==> config.mk <==
export PLATFORM = sky130hd
export DESIGN_NAME = cvi_div
export DESIGN_NICKNAME = d
export VERILOG_FILES = /design/src/design/assert_macros.svh /design/src/design/cvi_div.sv
export SDC_FILE = /design/constraint.sdc
export NUM_CORES = 1
export LEC_CHECK = 0
export ABC_AREA = 1
export BUFFER_PORTS_ARGS = -buffer_cell sky130_fd_sc_hd__buf_2
export CORE_MARGIN = 1
export CORE_UTILIZATION = 52
export DETAILED_ROUTE_END_ITERATION = 10
export PLACE_DENSITY_LB_ADDON = 0.2
export SLEW_MARGIN = 10
export SYNTH_ARGS = -nofsm -noshare
export SYNTH_HDL_FRONTEND = slang
export SYNTH_SLANG_ARGS = --single-unit
==> constraint.sdc <==
create_clock -name clk_i -period 4.3 [get_ports clk_i]
set_input_delay 0.645 -clock clk_i [delete_from_list [all_inputs] [get_ports clk_i]]
set_output_delay 0.645 -clock clk_i [all_outputs]
set_load 0.02 [all_outputs]
==> src/design/assert_macros.svh <==
// Assertion helpers for the design files; the integrator unit includes them.
`ifndef ASSERT_MACROS_SVH
`define ASSERT_MACROS_SVH

// Checks that an antecedent implies a consequent in the same cycle.
`define ASSERT_IMPL(label, clk, rst_n, ante, cons, msg) \
  label: assert property (@(posedge clk) disable iff (!rst_n) (ante) |-> (cons)) \
    else $error(msg);

// Checks that an antecedent implies a consequent in the following cycle.
`define ASSERT_NEXT(label, clk, rst_n, ante, cons, msg) \
  label: assert property (@(posedge clk) disable iff (!rst_n) (ante) |=> (cons)) \
    else $error(msg);

`endif

==> src/design/cvi_div.sv <==
// Bit-serial restoring divider; one quotient bit per cycle.
module cvi_div (
  input  logic        clk_i,
  input  logic        rst_ni,
  input  logic        start_i,
  input  logic [63:0] num_i,
  input  logic [33:0] den_i,
  output logic        done_o,
  output logic [63:0] quo_o
);
  logic [63:0] quo_q, quo_d;
  logic [34:0] rem_q, rem_d;
  logic [33:0] den_q;
  logic [6:0]  cnt_q;
  logic        busy_q;
  logic [34:0] shifted;

  // Shift in the next dividend bit and trial-subtract.
  always_comb begin
    shifted = {rem_q[33:0], quo_q[63]};
    quo_d   = {quo_q[62:0], 1'b0};
    rem_d   = shifted;
    if (shifted >= {1'b0, den_q}) begin
      rem_d    = shifted - {1'b0, den_q};
      quo_d[0] = 1'b1;
    end
  end

  always_ff @(posedge clk_i or negedge rst_ni) begin
    if (!rst_ni) begin
      busy_q <= 1'b0;
      cnt_q  <= '0;
      done_o <= 1'b0;
    end else begin
      done_o <= 1'b0;
      if (start_i) begin
        busy_q <= 1'b1;
        cnt_q  <= 7'd0;
      end else if (busy_q) begin
        cnt_q <= cnt_q + 7'd1;
        if (cnt_q == 7'd63) begin
          busy_q <= 1'b0;
          done_o <= 1'b1;
        end
      end
    end
  end

  always_ff @(posedge clk_i) begin
    if (start_i) begin
      quo_q <= num_i;
      rem_q <= '0;
      den_q <= den_i;
    end else if (busy_q) begin
      quo_q <= quo_d;
      rem_q <= rem_d;
    end
  end

  assign quo_o = quo_q;
endmodule

=== Word-level counts from Yosys, hierarchy flattened ===
Index checks and enable logic that the tools add are counted.

* Output and inout port bits: 65
* Logic and storage cells: 23
* Register bits: 141
* Bits of input ports: 101

* Mux-type cells: 12
* Reduce and logical (&&, ||, !) cells: 1
* Equality and inequality tests: 1
* $add $sub $neg: 2
* Magnitude comparators: 1

{| class="wikitable"
|+ Operators by type and width
! operator !! count
|-
| $mux 64 || 2
|-
| $ge 35x34->1 || 1
|-
| $mux 34 || 1
|-
| $sub 34x34->34 || 1
|-
| $mux 7 || 2
|-
| $add 7x1->7 const B || 1
|-
| $eq 7x6->1 const B || 1
|-
| $mux 1 || 7
|-
| $reduce_bool 2->1 || 1
|}

=== Longest topological paths before layout ===
Gate-level depths: netlist of run 1.

* Word-level depth: 4
* Depth in mapped cells: 17
* Depth with buffers taken out: 17

=== Worst setup path after synthesis of run 1 ===
OpenSTA, ideal clock, no wires.

* Path type: input port to flip-flop
* From: input start_i
* To: register quo_q[0] (netlist: quo_o[0]) (enable)
* Buffers on the path: 2
* Data required time: 3846 ps
* Cell stages on the path: 4
* Setup slack: 821 ps
* Setup time: 454 ps
* Arrival: 3025 ps
* Cell sequence: clkbuf_1 nor2_1 inv_1 clkbuf_1

* Longest elaborated chain between the ends: 1

{| class="wikitable"
|+ Ends and longest elaborated chain
! item !! RTL line !! text
|-
| start: declaration || cvi_div.sv:5 || <nowiki>input logic start_i,</nowiki>
|-
| $reduce_bool 2->1 (no source line) || -- ||
|-
| end signal: assignment || cvi_div.sv:51 || <nowiki>quo_q <= num_i;</nowiki>
|-
| end signal: assignment || cvi_div.sv:55 || <nowiki>quo_q <= quo_d;</nowiki>
|-
| end: declaration || cvi_div.sv:11 || <nowiki>logic [63:0] quo_q, quo_d;</nowiki>
|}

No other way between the ends.
A chain may end at the register's enable or synchronous reset.

=== Worst setup path in the final report of run 1 ===
* From: register den_q[2]
* To: register rem_q[6]

* Longest elaborated chain between the ends: 2
* Elaborated cells between the ends (all ways): 3
* Those cells by class: 1 x add/sub; 1 x order compare; 1 x mux

{| class="wikitable"
|+ Ends and longest elaborated chain
! item !! RTL line !! text
|-
| start: declaration || cvi_div.sv:13 || <nowiki>logic [33:0] den_q;</nowiki>
|-
| start signal: assignment || cvi_div.sv:53 || <nowiki>den_q <= den_i;</nowiki>
|-
| $sub 34x34->34 or $ge 35x34->1 (tied branches) || cvi_div.sv:24, cvi_div.sv:23 ||
|-
| $mux 34 (*) || cvi_div.sv:23 || <nowiki>if (shifted >= {1'b0, den_q}) begin</nowiki>
|-
| end signal: assignment || cvi_div.sv:56 || <nowiki>rem_q <= rem_d;</nowiki>
|-
| end: declaration || cvi_div.sv:12 || <nowiki>logic [34:0] rem_q, rem_d;</nowiki>
|}

Every way passes the cells marked *; elsewhere a longest branch is shown, timed or not.

==> out/qor.txt, run 1 <==
Layout cells sized above 1 -> 18.37%
Clock Skews -> 0.009811 ns
Fmax -> 371.1 MHz
Sequential fraction of the synthesis area -> 45.23%
Commonest cells after routing, fill and taps aside -> 493 x nand2_1, 164 x buf_2, 159 x inv_1
Hold buffers post-CTS -> 0
Layout Nets -> 1,437
TritonCTS clock tree -> built
Horiz. Die Dim -> 129.9 um
Crit-path slowest cell -> ha_1
Clock power frac -> 26.8%
Crit path DAT -> 3.05 ns
CP Capture Type -> register
Via/cell ratio -> 5.010
Clock root cell -> clkbuf_16
CTS clk-pin slew, worst paths -> 0.07 ns
CP Max Fanout -> 37
Worst-path cell chain -> inv_1 -> ha_1 -> nand2_1 -> nand2_1 -> nor2_4 -> inv_2 -> nand2_2 -> nand3_4 -> nand2_4 -> nand2_4 -> nand2_4 -> nand2_4 -> nand2_1 -> nand3_1 -> o21ai_1
Synth cell types -> 43
P_leak -> 5.464 nW
Die Area -> 16,880 um^2
Setup_tns -> 0 ns
H-tree levels -> 4
Worst skew pair latency -> 0.44 ns
Post-synth EDFFs -> 98
Largest net degree at the start of global routing -> 70
Slowest stage delay, CP -> 0.40 ns
Synth Flop Type -> edfxtp_1
Crit path time final -> 2.695 ns
Final Core Density -> 63.26%
PostCTS Resize Cnt -> 0
Max Slew Vio Count -> 0
Vias in the first global route -> 7,334
PortBufs -> 165
Async SR Flop Fraction -> 6.383%
Vias -> 7,656
Worst reg2reg path startpoint -> den_q[2]
Power Density -> 541.6 nW/um^2
DR DRC count -> 0
Switching power -> 2.182 mW
Mapped Cells -> 1,142
Routability cong. -> 0.9678
Outcome -> completed
Commonest non-fill, non-tap cell in the layout -> nand2_1
Sw frac -> 39.95%
Worst ir drop on vdd -> 334.4 uV
# IOs -> 166
Most frequent cell on the critical path -> nand2_4
Dpl hpwl -> 15,770 um
Max-slew headroom -> 26.13%
Setup Fix Bufs, Post-CTS -> 0
Synth Net Count -> 1,279
Grt ovf -> 0
Die height -> 129.9 um
Placeable Area -> 15,940 um^2
Req. time, crit path -> 4.66 ns
Seq cells post-synth -> 141
Rows -> 46
Drt total wl -> 21,600 um
Setup-failing EPs final -> 0
CTS sink cnt -> 141
Average cell area after synthesis -> 7.451 um^2
Worst setup startpoint -> den_q[2]
CP Launch Type -> register
Routed len/inst -> 14.14 um
WS Path Type -> reg2reg
Synthesis warning total -> 0
Internal -> 3.280 mW
CTS Buffer Depth -> 2
Reg power frac -> 32.8%
Diodes inserted -> 0
Comb power frac -> 40.4%
Area grow syn2layout -> 18.51%
Antenna-violating nets left -> 0
Starting Density -> 53.37%
Initial drt markers -> 460
Final Cycle Share -> 62.67%
Worst hold path type -> in2async
Hold Fails Final Rpt -> 0
Least-Margin Pin Slew -> 1.106 ns
Synth Cell Area -> 8509 um^2
GRT Util Overall -> 27.44%
Max_cap viols -> 0
DRT Pass-1 Iters -> 5
CTS Buf Count -> 17
RSZ-0062 raised after global routing -> false
Antenna violations before repair -> 1
Global-route wire length before repair -> 35,470 um
[cell families (layout without fill, tap and decap cells)]
logic type                 after synthesis  after routing  synth area share (%)
DFF                                    141            141                 45.23
adders and majority gates               36             36                 5.382
and+or+nand+nor                        679            679                 33.86
xor gates and xnor gates                18             18                 1.853
buffers and inverters                  204            374                 9.425
AOI/OAI and AO/OA                       64             64                 4.250
[area by class of cell]
type | instances | area, um^2
Fill cell | 1493 | 5858
Multi-Input combinational cell | 797 | 3866
Sequential cell | 141 | 3849
Timing Repair Buffer | 169 | 870.8
Inverter | 174 | 653.1
Clock buffer | 17 | 425.4
Tap cell | 216 | 270.3
Clock inverter | 14 | 150.1
[through the flow]
step                worst slack (ns)  hold slack (ns)  cells  total power [mW]  cell area (um^2)
global placement               1.694           0.4559   1497             3.976              9509
floorplan                     0.8210           0.3494   1142             3.490              8509
detailed placement             1.635           0.4613   1497             4.000              9509
global route                   1.384          0.04877   1528             5.863             10080
CTS                            1.605          0.04635   1528             5.480             10080
finish                         1.605          0.05381   1528             5.461             10080
[worst paths after layout]
| check | to | cells after the start | slack, ns |
|---|---|---|---|
| worst max-delay path | rem_q[6] | 15 | 1.61 |
| worst min-delay path | cnt_q[5] | 1 | 0.05 |
| worst max register to register | rem_q[6] | 15 | 1.61 |
| worst min register to register | rem_q[31] | 2 | 0.47 |
| max in group asynchronous | busy_q | 1 | 4.06 |
| min in group clk_i | den_q[1] | 1 | 0.38 |
[cells in the mapped netlist, types with 2 or more instances]
library cell	instances	area, um^2
inv_2	12	45.04
ha_1	35	437.9
a21oi_2	2	17.52
buf_1	2	7.510
dfrtp_1	9	225.2
clkbuf_1	16	60.06
buf_2	8	40.04
nor4_1	2	12.51
edfxtp_1	98	2943
nand2_4	4	45.04
nor2_1	46	172.7
inv_1	160	600.6
nand2_1	493	1851
buf_6	3	33.78
o21bai_1	4	30.03
nor3_1	7	35.03
xor2_1	2	17.52
o21ai_1	13	65.06
nor2_4	3	33.78
dfxtp_1	34	680.7
xnor2_1	16	140.1
o21ai_0	10	50.05
nand2_2	7	43.79
nand3_1	77	385.4
clkinv_1	2	7.510
a21oi_1	29	145.1
nand3b_1	22	165.2
nor2_2	5	31.28
nand4_1	7	43.79
[flip-flops by register name, summed over array words and instances (netlist names)]
name / cells
busy_q: 1
cnt_q: 7
den_q: 34
done_o: 1
quo_o: 64
rem_q: 34
[power groups by stage]
| stage | logic, mW | clock network [mW] | registers (mW) |
|---|---|---|---|
| 2_1_floorplan | 1.63 | 0 | 1.86 |
| 3_3_place_gp | 2.16 | 0 | 1.82 |
| 3_5_place_dp | 2.19 | 0 | 1.81 |
| 4_1_cts | 2.20 | 1.49 | 1.79 |
| 5_1_grt | 2.50 | 1.54 | 1.82 |
| 6_report | 2.21 | 1.46 | 1.79 |
[routing by layer]
metal / global-route usage, % / part of all wire [%] / up-vias
met4: 9.439 / 2.3 / 2
met2: 45.55 / 47 / 264
met5: 0 / 0.060 / -
met1: 34.52 / 44 / 3444
li1: - / - / 3909
met3: 7.462 / 6.8 / 37
[worst max-delay path, delay by kind of cell, from the launching register on]
kind,cells,cell delay [ns]
buf+inv,2,0.10
compound gates,1,0.12
flops,1,0.32
simple gates,11,1.63
fa+ha+maj,1,0.40
(Power assumes the default switching activity.)
==> run 2: changes to the inputs <==
--- a/config.mk
+++ b/config.mk
@@ -8,7 +8,7 @@
 export ABC_AREA = 1
 export BUFFER_PORTS_ARGS = -buffer_cell sky130_fd_sc_hd__buf_2
 export CORE_MARGIN = 1
-export CORE_UTILIZATION = 52
+export CORE_UTILIZATION = 51
 export DETAILED_ROUTE_END_ITERATION = 10
 export PLACE_DENSITY_LB_ADDON = 0.2
 export SLEW_MARGIN = 10
==> constraint.sdc (replaced) <==
create_clock -name clk_i -period 2.2 [get_ports clk_i]
set_input_delay 0.33 -clock clk_i [delete_from_list [all_inputs] [get_ports clk_i]]
set_output_delay 0.33 -clock clk_i [all_outputs]
set_load 0.02 [all_outputs]
==> out/qor.txt, run 2 (synthesis gave the netlist of run 1 again) <==
Clock root cell -> clkbuf_16
WS Path Type -> reg2reg
DRT Pass-1 Iters -> 5
Req. time, crit path -> 2.55 ns
RSZ-0062 raised after global routing -> true
Final Cycle Share -> 97.36%
Layout cells sized above 1 -> 27.65%
Dpl hpwl -> 16,740 um
CTS sink cnt -> 141
Layout Nets -> 1,484
Flop-to-flop setup slack -> 0.06 ns
Final Core Density -> 69.41%
Vias -> 7,914
Post-Layout Inst Area -> 11,150 um^2
Placement Cell Area -> 9837 um^2
Max_cap viols -> 0
Max Slew Vio Count -> 0
GRT Util Overall -> 26.96%
Global-route wire length before repair -> 36,540 um
Cell Count Post-Placement -> 1,534
Multi-input logic area -> 4417 um^2
Worst hold path type -> in2reg
Largest register FFs -> 64
Worst ir drop on vdd -> 735.0 uV
Clock Skews -> 0.02029 ns
CP Launch Type -> register
Routability cong. -> 0.9531
Worst skew pair latency -> 0.43 ns
Crit path buf inv count -> 3
TritonCTS clock tree -> built
Commonest non-fill, non-tap cell in the layout -> nand2_1
CTS clk-pin slew, worst paths -> 0.08 ns
Worst reg2reg path startpoint -> den_q[1]
Worst-path cell chain -> inv_2 -> ha_1 -> nand2_2 -> nor2_4 -> nor2_4 -> inv_2 -> nand2_2 -> nand3_4 -> nand2_4 -> nand2_4 -> nand2_8 -> nand2_8 -> buf_12 -> nand2_1 -> nand3_1 -> o21ai_1
Die Area -> 17,210 um^2
Vias in the first global route -> 7,402
Via/cell ratio -> 5.018
Power Density -> 1093 nW/um^2
Fmax -> 466.9 MHz
Area grow syn2layout -> 30.98%
# IOs -> 166
Rows -> 46
Initial drt markers -> 562
P_leak -> 5.801 nW
Hold path cells -> 1
CTS Buffer Depth -> 2
Reg2reg end -> rem_q[9]
CP Depth -> 16
Reg2Reg Depth -> 16
CP Capture Type -> register
Largest net degree at the start of global routing -> 70
Antenna-violating nets left -> 0
CP top delay family -> simple AND/OR/NAND/NOR gates
Crit path time final -> 2.142 ns
Placeable Area -> 16,060 um^2
DR DRC count -> 0
Crit path DAT -> 2.50 ns
Drt total wl -> 23,640 um
Layout Cells excl Fill -> 1,577
Slowest stage delay, CP -> 0.38 ns
Starting Density -> 52.99%
Min-Delay Endpoint -> den_q[23]
Hold Fails Final Rpt -> 0
Max-slew headroom -> 58.55%
Die height -> 131.2 um
Setup-failing EPs final -> 0
# fillers -> 1,300
CTS Buf Count -> 17
Hold_sp -> den_i[23]
Antenna violations before repair -> 2
Crit-path slowest cell -> edfxtp_1
CP Max Fanout -> 7
Commonest cells after routing, fill and taps aside -> 461 x nand2_1, 164 x buf_2, 147 x inv_1
H-tree levels -> 4
PnR Total Power -> 12.18 mW
Outcome -> completed
PortBufs -> 165
Sequential cell area -> 3849 um^2
Grt ovf -> 0
Least-Margin Pin Slew -> 0.6217 ns
Horiz. Die Dim -> 131.2 um
Routed len/inst -> 14.99 um
## run 2: power by group
group | internal [mW] | switching [mW]
logic | 2.39 | 3.19
registers | 3.26 | 0.329
clock network | 1.72 | 1.30
## run 2: timing repair
action	CTS	global route
buffers inserted	0	6
hold endpoints to repair	9	0
cloned	0	3
setup endpoints to repair	5	35
pin swaps	0	20
gates resized for setup	8	109
hold buffers	1	0
## run 2: stage by stage
| step | setup WS (ns) | setup TNS [ns] | hold slack [ns] |
|---|---|---|---|
| 2_1_floorplan | 0.01041 | 0 | 0.03441 |
| 3_3_place_gp | -0.02011 | -0.02982 | 0.1913 |
| 3_5_place_dp | -0.06411 | -0.1269 | 0.1931 |
| 4_1_cts | 0.001282 | 0 | 0.05962 |
| 5_1_grt | -0.06682 | -0.4124 | 0.05958 |
| 6_report | 0.05803 | 0 | 0.07064 |
## run 2: routing by layer
layer  vias to the layer above  GRT usage (%)  share of wire (%)
met4                         2          9.804                3.0
met5                         -              0              0.051
met1                      3561          35.05                 44
met3                        50          6.713                6.9
li1                       4008              -                  -
met2                       293          43.38                 46
## run 2: how the worst max path moves through the flow
stage / start / endpoint
global placement: quo_o[63] / rem_q[20]
finish: den_q[1] / rem_q[9]
floorplan: quo_o[63] / rem_q[30]
detailed placement: quo_o[63] / rem_q[30]
CTS: quo_o[63] / rem_q[32]
global route: den_q[20] / rem_q[9]
## run 2: cell type report
| type | count | area share [%] |
|---|---|---|
| multi-input cells | 797 | 39.63 |
| flip-flops and latches | 141 | 34.53 |
| repair buffers | 216 | 12.10 |
| inverters | 174 | 5.882 |
| clock buffers | 17 | 3.817 |
| well taps | 216 | 2.425 |
| clock inverters | 15 | 1.594 |
| diodes | 1 | 0.02245 |
==> run 3: changes to the inputs <==
--- a/config.mk
+++ b/config.mk
@@ -6,10 +6,11 @@
 export NUM_CORES = 1
 export LEC_CHECK = 0
 export ABC_AREA = 1
-export BUFFER_PORTS_ARGS = -buffer_cell sky130_fd_sc_hd__buf_2
+export BUFFER_PORTS_ARGS = -buffer_cell sky130_fd_sc_hd__buf_4
 export CORE_MARGIN = 1
 export CORE_UTILIZATION = 51
 export DETAILED_ROUTE_END_ITERATION = 10
+export MAX_ROUTING_LAYER = met4
 export PLACE_DENSITY_LB_ADDON = 0.2
 export SLEW_MARGIN = 10
 export SYNTH_ARGS = -nofsm -noshare
==> out/qor.txt, run 3 (synthesis gave the netlist of run 1 again) <==
Max_cap viols -> 0
Layout Cells excl Fill -> 1,579
Final Cycle Share -> 98.18%
Most frequent cell on the critical path -> nand2_2
Max-slew headroom -> 53.75%
PortBufs -> 165
Placement Setup Slack -> -0.02482 ns
Drt total wl -> 25,100 um
CP top delay family -> simple AND/OR/NAND/NOR gates
Worst reg2reg path startpoint -> quo_o[63]
Dpl hpwl -> 17,150 um
Layout Nets -> 1,488
Switching power -> 4.852 mW
Die Area -> 17,210 um^2
Max Slew Vio Count -> 0
Power Density -> 1060 nW/um^2
Via/cell ratio -> 5.203
Antenna-violating nets left -> 0
Least-Margin Pin Slew -> 0.6937 ns
# IOs -> 166
Crit path time final -> 2.160 ns
Sw frac -> 39.32%
Worst skew pair latency -> 0.43 ns
Sequential cell area -> 3849 um^2
GRT Util Overall -> 28.98%
Post-Layout Inst Area -> 11,640 um^2
Worst hold path type -> in2reg
Die height -> 131.2 um
Initial drt markers -> 682
Layout cells sized above 1 -> 27.95%
Worst-path cell chain -> inv_2 -> ha_4 -> inv_2 -> fa_2 -> nand2_2 -> nand3_2 -> nand3_1 -> nand2_2 -> nand2_2 -> nand2_4 -> nand2_2 -> nand3b_1 -> nand2_1 -> nand2_1 -> nand3_1 -> nand2_1
Comb power frac -> 48.5%
CP Launch Type -> register
CTS clk-pin slew, worst paths -> 0.06 ns
Final Core Density -> 72.48%
Diodes inserted -> 0
Worst ir drop on vdd -> 724.4 uV
Vias -> 8,215
Clock power frac -> 22.3%
Area grow syn2layout -> 36.77%
Crit-path slowest cell -> edfxtp_1
Clock root cell -> clkbuf_16
Antenna violations before repair -> 0
Routability cong. -> 1.018
CTS Buffer Depth -> 2
DR DRC count -> 0
CP Max Fanout -> 3
Worst setup startpoint -> quo_o[63]
Global-route wire length before repair -> 38,330 um
CTS sink cnt -> 141
Slowest stage delay, CP -> 0.39 ns
Fmax -> 463.0 MHz
Vias in the first global route -> 7,931
Largest register FFs -> 64
Rows -> 46
# fillers -> 1,262
Placement Cell Area -> 10,250 um^2
Largest net degree at the start of global routing -> 64
Multi-input logic area -> 4461 um^2
RSZ-0062 raised after global routing -> true
Horiz. Die Dim -> 131.2 um
Reg power frac -> 29.2%
Setup-failing EPs final -> 0
CTS Buf Count -> 17
TritonCTS clock tree -> built
H-tree levels -> 4
Hold Fails Final Rpt -> 0
Commonest cells after routing, fill and taps aside -> 458 x nand2_1, 203 x buf_4, 148 x inv_1
Req. time, crit path -> 2.52 ns
P_leak -> 5.953 nW
Starting Density -> 52.99%
Grt ovf -> 0
Internal -> 7.487 mW
Routed len/inst -> 15.90 um
Outcome -> completed
CP Capture Type -> register
Hold_sp -> den_i[17]
Crit path buf inv count -> 2
Clock Skews -> 0.01045 ns
WS Path Type -> reg2reg
Commonest non-fill, non-tap cell in the layout -> nand2_1
Placeable Area -> 16,060 um^2
Crit path DAT -> 2.48 ns
DRT Pass-1 Iters -> 8
Worst Setup Slack, final -> 0.04009 ns
Cell Count Post-Placement -> 1,534
==> run 3: layout make-up <==
class                   count  share of cell area, %
inverters                 174                  5.612
flip-flops and latches    141                  33.07
clock buffers              19                  3.720
well taps                 216                  2.322
multi-input cells         797                  38.32
repair buffers            220                  15.95
clock inverters            12                 0.9998
==> run 3: power by group through the flow <==
stage | Clock [mW] | Sequential [mW] | Combinational, mW
2_1_floorplan | 0 | 3.64 | 3.18
3_3_place_gp | 0 | 3.55 | 4.79
3_5_place_dp | 0 | 3.55 | 4.84
4_1_cts | 2.76 | 3.51 | 4.89
5_1_grt | 2.89 | 3.66 | 6.51
6_report | 2.75 | 3.61 | 5.98
==> run 3: worst reg2reg max path: stages (launching register included) <==
cell and delay, ns:
edfxtp_1 0.39, inv_2 0.10, ha_4 0.14, inv_2 0.04, fa_2 0.38, nand2_2 0.10
nand3_2 0.08, nand3_1 0.11, nand2_2 0.11, nand2_2 0.10, nand2_4 0.08, nand2_2 0.10
nand3b_1 0.08, nand2_1 0.08, nand2_1 0.06, nand3_1 0.06, nand2_1 0.05
==> run 3: stage by stage <==
stage               hold slack, ns  power (mW)   TNS, ns
floorplan                  0.03441       6.824         0
global placement            0.1601       8.337         0
detailed placement          0.1581       8.395  -0.04843
CTS                        0.06478       11.16         0
global route               0.05502       13.06   -0.7045
finish                     0.07152       12.34         0
==> run 3: routing by layer <==
metal	global-route usage (%)	part of all wire [%]
met3	6.867	8.6
met2	46.54	49
met4	9.412	2.1
met5	-	0
met1	35.96	41
==> run 3: timing repair <==
item	4_1_cts	5_1_grt
pin swaps	0	24
setup endpoints to repair	9	35
gates resized for setup	5	121
setup buffers	0	8
hold buffers	1	0
endpoints found under the hold margin	9	0
cloned	0	5
==> run 3: worst paths after layout <==
path | slack [ns] | endpoint | depth (start not counted)
worst min-delay path | 0.07 | den_q[17] | 1
max in group asynchronous | 1.79 | cnt_q[0] | 2
worst max-delay path | 0.04 | rem_q[32] | 16
min in group asynchronous | 0.27 | cnt_q[3] | 2
worst max register to register | 0.04 | rem_q[32] | 16
worst min register to register | 0.48 | rem_q[31] | 2
